### config.mk
export PLATFORM = sky130hd
export DESIGN_NAME = vf_sqrt
export DESIGN_NICKNAME = d
export VERILOG_FILES = /design/src/rtl/vf_pkg.sv /design/src/rtl/vf_sqrt.sv
export SDC_FILE = /design/constraint.sdc
export NUM_CORES = 2
export LEC_CHECK = 0
export BUFFER_PORTS_ARGS = -buffer_cell sky130_fd_sc_hd__buf_2
export CAP_MARGIN = 15
export CORE_UTILIZATION = 69
export DETAILED_ROUTE_END_ITERATION = 7
export PLACE_DENSITY = 0.86
export SYNTH_ARGS = -nofsm -noshare
export SYNTH_HDL_FRONTEND = slang
export SYNTH_SLANG_ARGS = --single-unit
### constraint.sdc
create_clock -name clock -period 7.6 [get_ports clock]
set_clock_uncertainty 0.2 [all_clocks]
set_input_delay 0.76 -clock clock [delete_from_list [all_inputs] [get_ports clock]]
set_output_delay 0.76 -clock clock [all_outputs]
set_load 0.1 [all_outputs]
### src/rtl/vf_pkg.sv
`timescale 1ns / 1ps
// ----------------------------------------------------------------------------
// vf_pkg
// Shared types and constants of the three-element fixed-point vector unit.
// ----------------------------------------------------------------------------
package vf_pkg;

   // operation codes carried in the func field
   typedef enum logic [2:0] {
      FUNC_CROSS = 3'd0,
      FUNC_DOT   = 3'd1,
      FUNC_SUM   = 3'd2,
      FUNC_SCALE = 3'd3,
      FUNC_NORM  = 3'd4
   } func_type;

   // status codes of a result word
   typedef enum logic [1:0] {
      ST_OK   = 2'd0,
      ST_SAT  = 2'd1,
      ST_ZERO = 2'd2
   } status_type;

   localparam int LANES      = 3;
   localparam int WORD_W     = 32;
   localparam int PROD_W     = 64;
   localparam int ACC_W      = 66;
   localparam int SQRT_STEPS = 32;

   // saturation bounds at accumulator width
   localparam logic signed [ACC_W-1:0] SAT_HI = {{(ACC_W-WORD_W+1){1'b0}}, {(WORD_W-1){1'b1}}};
   localparam logic signed [ACC_W-1:0] SAT_LO = {{(ACC_W-WORD_W+1){1'b1}}, {(WORD_W-1){1'b0}}};

   // registered products of one lane
   typedef struct packed {
      logic signed [PROD_W-1:0] p0;
      logic signed [PROD_W-1:0] p1;
      logic signed [WORD_W:0]   sum;
   } lane_prod_type;

   // merged result of the short operations
   typedef struct packed {
      logic [LANES-1:0][WORD_W-1:0] res;
      logic [1:0]                   status;
      logic [PROD_W-1:0]            ss;
   } merge_type;

   // word carried alongside the square root and divider stages
   typedef struct packed {
      logic                         is_norm;
      logic [1:0]                   status;
      logic [LANES-1:0][WORD_W-1:0] res;
      logic [LANES-1:0][WORD_W-1:0] mag;
      logic [LANES-1:0]             neg;
   } carry_type;

   // result word
   typedef struct packed {
      logic [WORD_W-1:0] r_x;
      logic [WORD_W-1:0] r_y;
      logic [WORD_W-1:0] r_z;
      logic [1:0]        status;
   } rsp_type;

endpackage

### src/rtl/vf_sqrt.sv
`timescale 1ns / 1ps
// ----------------------------------------------------------------------------
// vf_sqrt
// Pipelined integer square root of a 64-bit value, one root bit per stage.
// ----------------------------------------------------------------------------
module vf_sqrt (
   input  logic        clock,
   input  logic        en,
   input  logic [63:0] radicand,
   output logic [31:0] root
);
   localparam int STEPS = vf_pkg::SQRT_STEPS;

   logic [63:0] v_ff [STEPS];
   logic [63:0] r_ff [STEPS];
   logic [63:0] v_in [STEPS];
   logic [63:0] r_in [STEPS];

   // one trial subtract per stage
   always_comb begin
      logic [63:0] v_src, r_src, trial, bit_val;
      for (int k = 0; k < STEPS; k++) begin
         if (k == 0) begin
            v_src = radicand;
            r_src = '0;
         end else begin
            v_src = v_ff[k-1];
            r_src = r_ff[k-1];
         end
         bit_val = 64'd1 << (2 * (STEPS - 1 - k));
         trial   = r_src + bit_val;
         if (v_src >= trial) begin
            v_in[k] = v_src - trial;
            r_in[k] = (r_src >> 1) + bit_val;
         end else begin
            v_in[k] = v_src;
            r_in[k] = r_src >> 1;
         end
      end
   end

   always_ff @(posedge clock) begin
      if (en) begin
         for (int k = 0; k < STEPS; k++) begin
            v_ff[k] <= v_in[k];
            r_ff[k] <= r_in[k];
         end
      end
   end

   assign root = r_ff[STEPS-1][31:0];

endmodule

Yosys cells after proc, flatten, opt, wreduce, memory -nomap -nowiden
Memories as Yosys holds them, arrays and structs flattened.
Cells that the tools add are included.

word-level totals
  bits in latches = 0
  input bits = 66
  bits in registers = 0
  output and inout bits = 32
  RAM bits = 4,096
  bits in read-only memories = 0
  memories = 2

memories
  name  depth  bits a word  read ports  clocked after Yosys merged registers in  write ports  line           RTL
  r_ff  32     64           32          0                                        32           vf_sqrt.sv:15  logic [63:0] r_ff [STEPS];
  v_ff  32     64           31          0                                        32           vf_sqrt.sv:14  logic [63:0] v_ff [STEPS];

operators by class
  mux-type cells = 66
  order comparisons = 32
  divide/modulo/power cells = 0
  eq/ne operators = 0
  add/subtract/negate cells = 94
  reductions and logical operators = 0
  bitwise logic cells = 0
  shifts and indexed selects = 0
  multipliers = 0

operators by type and width
  cell                      count
  $mux W64                  63
  $ge A64 B64 Y1            31
  $sub A64 B64 Y64          31
  $add A63 B1 Y64 const B   1
  $add A63 B11 Y64 const B  1
  $add A63 B13 Y64 const B  1
  $add A63 B15 Y64 const B  1
  $add A63 B17 Y64 const B  1
  $add A63 B19 Y64 const B  1
  $add A63 B21 Y64 const B  1
  $add A63 B23 Y64 const B  1
  $add A63 B25 Y64 const B  1
  $add A63 B27 Y64 const B  1
  $add A63 B29 Y64 const B  1
  $add A63 B3 Y64 const B   1
  $add A63 B31 Y64 const B  1
  $add A63 B33 Y64 const B  1
  $add A63 B35 Y64 const B  1
  $add A63 B37 Y64 const B  1
  $add A63 B39 Y64 const B  1
  $add A63 B41 Y64 const B  1
  $add A63 B43 Y64 const B  1
  $add A63 B45 Y64 const B  1
  $add A63 B47 Y64 const B  1
  other kinds (45)          46

Logic depth before layout (Yosys ltp)
An unclocked memory read counts as a cell.

  depth in word-level cells = 4
  mapped depth = 15

Worst setup path after synthesis
No wires, ideal clock.

  kind = reg2reg
  from = mem v_ff[22][37] (netlist: v_ff[1][421])
  to = mem v_ff[23][46] (netlist: v_ff[1][494]) (data pin)
  required time = 7,129 ps
  buffers on the path = 2
  clock period less this slack = 3,826 ps
  stages on the path, launching flop included = 12
  path slack = 3,774 ps
  arrival time = 3,354 ps
  path through = edfxtp_1 ha_1 clkbuf_1 nand4_1 or4_1 or4_1 o21a_1 clkbuf_1 a2111oi_0 nand3b_1 nor4_1 xor2_1

RTL lines
  element      line
  from (decl)  vf_sqrt.sv:14

==> flow_summary.json <==
{
  "rows": 153,
  "grt_max_degree": 187,
  "critPathArrivalTime_ns": 5.49,
  "synth.top_cell.area_share_pct": 62.1,
  "rsz0062_at_grt": "false",
  "slew_headroom_pct": -6.35,
  "cpMostUsedCell": "nand4_1",
  "synth_ff_type": "edfxtp_1",
  "io_buffers": 97,
  "path_buf_inv": 1,
  "maxCapViolCount": 1,
  "dieArea_um2": 178000,
  "final-setup-viol-count": 0,
  "critPathSlowestCell": "nor4_1",
  "p_per_area_nw_per_um2": 310,
  "avgRoutedWirePerCell_um": 26.3,
  "drive_above_1_share_pct": 6.59,
  "syn_nets": 10400,
  "postRouteAntennaNets": 0,
  "synth.area.top_cells": "edfxtp_1, ha_1, xnor2_1",
  "worstPathMaxFanout": 12,
  "dp_hpwl_um": 231000,
  "met2_usage_pct": 58.0,
  "synthTopCellsByCount": "edfxtp_1, inv_1, nand2_1",
  "synth_seq_cells": 2512,
  "finalCritPeriodShare_pct": 66.4,
  "area_growth_pct": 10.2,
  "synth_edf_count": 2512,
  "dieWidth_um": 421,
  "final_cell_area_um2": 134000,
  "grt_use_met3_pct": 7.05,
  "cts_tree": "done",
  "synth_top_area_cell": "edfxtp_1",
  "crit_type": "flip-flop to flip-flop",
  "antenna_found_initial": 16,
  "clock-root-buffer": "clkbuf_16",
  "synthCells": 9769,
  "crit_family": "simple AND/OR/NAND/NOR gates",
  "nNetsFinal": 10700,
  "yosysMostFrequentCell": "edfxtp_1",
  "vias": 84300,
  "cts.sinks": 2512,
  "utilization_pct": 76.7,
  "drtIter0Drc": 10700,
  "drtPass1Iterations": 8,
  "clock_path_buffers": 4,
  "top_usage_layer": "met2",
  "fmax_mhz": 198,
  "via_per_inst": 6.71,
  "status": "finished, violations left",
  "ys_warn_count": 0,
  "wirelength_um": 331000,
  "h-tree-depth": 5,
  "max-vdd-ir-drop_mv": 0.248,
  "critPathRequiredTime_ns": 8.05,
  "coreArea_um2": 174000,
  "max_stage_delay_ns": 1.03,
  "grt_pass1_wl_um": 493000,
  "clk_latency_ns": 0.95,
  "tightest_slew_ns": 1.58,
  "routabilityCongestion": 0.997,
  "syn-cell-area_um2": 121000,
  "power_leakage_nw": 50.5,
  "worst_setup_path_start_kind": "flip-flop",
  "clkTransAtPathRegs_ns": 0.06,
  "grt_use_total_pct": 36.6,
  "yosysUniqueCellTypes": 91,
  "initial_core_util_pct": 69.6,
  "yosysSeqAreaShare_pct": 62.1,
  "globalRouteOverflowTotal": 0,
  "fillers": 10300,
  "finalSetupTns_ns": 0,
  "grt_pass1_vias": 80400,
  "dpl_cell_area_um2": 124000,
  "min_period_ns": 5.05,
  "post-cts-setup-buffers": 0,
  "avgSynthCellArea_um2": 12.4,
  "path_cells": "ha_1, nand4_1, nor4_1, nand4_1, nand2_1, a2111oi_4, buf_4, a2111oi_2, or4b_2, xnor2_1",
  "globalRouteMet1Util_pct": 50.3,
  "violations": "design-rule violations, max-capacitance violations, max-slew violations",
  "drc_errors": 12,
  "endpoint_kind": "flip-flop",
  "design.portCount": 98,
  "hold_viol": 0,
  "ys_async_sr_fraction_pct": 0,
  "slew_violations": 4,
  "cts_resized": 0,
  "die_h_um": 421,
  "min_path_type": "primary input to flip-flop",
  "numCtsBuffers": 274
}
-- layer usage --
layer | wire, um | share of wire [%]
met5 | 70 | 0.021
met4 | 14500 | 4.4
met3 | 33200 | 10
met2 | 154000 | 46
met1 | 129000 | 39
-- through the flow --
stage,instances,hold WS [ns],worst slack [ns],total power [W]
2_1_floorplan,9769,0.217,3.77,0.0250
3_3_place_gp,12000,0.229,2.76,0.0279
3_5_place_dp,12000,0.228,2.71,0.0281
4_1_cts,12500,0.0211,2.67,0.0411
5_1_grt,12600,0.0870,2.38,0.0428
6_report,12600,0.0600,2.55,0.0414
-- state kept, by name, summed over array words and instances, names as in the netlist --
signal / flops
r_ff: 528
v_ff: 1984
-- path summary, 6_finish.rpt --
| check | endpoint | start | cells past startpoint | slack [ns] |
|---|---|---|---|---|
| worst min-delay path | v_ff[0][62]$_DFFE_PP_ | radicand[62] | 3 | 0.06 |
| worst min register to register | v_ff[0][928]$_DFFE_PP_ | v_ff[0][864]$_DFFE_PP_ | 0 | 0.23 |
| worst max-delay path | v_ff[1][695]$_DFFE_PP_ | v_ff[1][609]$_DFFE_PP_ | 10 | 2.55 |
| worst max register to register | v_ff[1][695]$_DFFE_PP_ | v_ff[1][609]$_DFFE_PP_ | 10 | 2.55 |
-- tightest hold or removal path: stages --
cell and delay [ns]:
buf_2 0.10, inv_1 0.06, xnor2_1 0.16
-- power breakdown --
group,switching (W),internal (W)
Sequential,0.00160,0.0176
Combinational,0.00562,0.00351
Clock,0.00546,0.00762
-- repair_timing --
item | in CTS | in global routing
endpoints found under the setup margin | 0 | 0
hold buffers | 63 | 0
endpoints found under the hold margin | 63 | 0
-- cell families after synthesis --
logic type / Yosys count / share of synthesized area (%)
adder cells (fa/ha/maj): 558 / 5.75
AO/OA/AOI/OAI: 1929 / 9.83
flip-flops: 2512 / 62.1
XOR/XNOR: 884 / 6.38
buffers and inverters: 931 / 2.98
multiplexers: 73 / 0.664
AND/OR/NAND/NOR: 2882 / 12.3
-- cells in the final DEF, fill, tap and decap left out, drive strengths merged, types with 36 or more instances in the layout --
cell type / netlist / layout
o21ai: 494 / 494
or3: 102 / 102
buf: 51 / 156
nand4: 169 / 169
clkbuf: 176 / 322
inv: 702 / 709
nor2b: 73 / 73
a21oi: 622 / 622
mux2: 60 / 60
nand2b: 106 / 106
ha: 558 / 558
nor3: 273 / 273
o211ai: 40 / 40
nor4b: 67 / 67
a31oi: 48 / 48
a211oi: 56 / 56
nand3: 189 / 189
dlygate4sd3: 0 / 63
and3: 66 / 66
xnor2: 453 / 453
or4: 67 / 67
xor2: 431 / 431
clkinv: 2 / 105
o31ai: 52 / 52
edfxtp: 2512 / 2512
or2: 36 / 36
nor4: 329 / 329
a21o: 253 / 253
o21bai: 63 / 63
o21a: 98 / 98
nor2: 562 / 562
nand2: 685 / 685
-- layout make-up --
class                           instances  area, um^2  share of cell area, %
Sequential cell                      2512       75400                   56.4
Tap cell                             2325        2910                   2.17
Antenna cell                           17        42.5                 0.0318
Inverter                              704        2640                   1.98
Clock buffer                          320        7180                   5.37
Timing Repair Buffer                  221        1780                   1.33
Multi-Input combinational cell       6326       42400                   31.7
Clock inverter                        144        1390                   1.04
(Power assumes the default switching activity.)
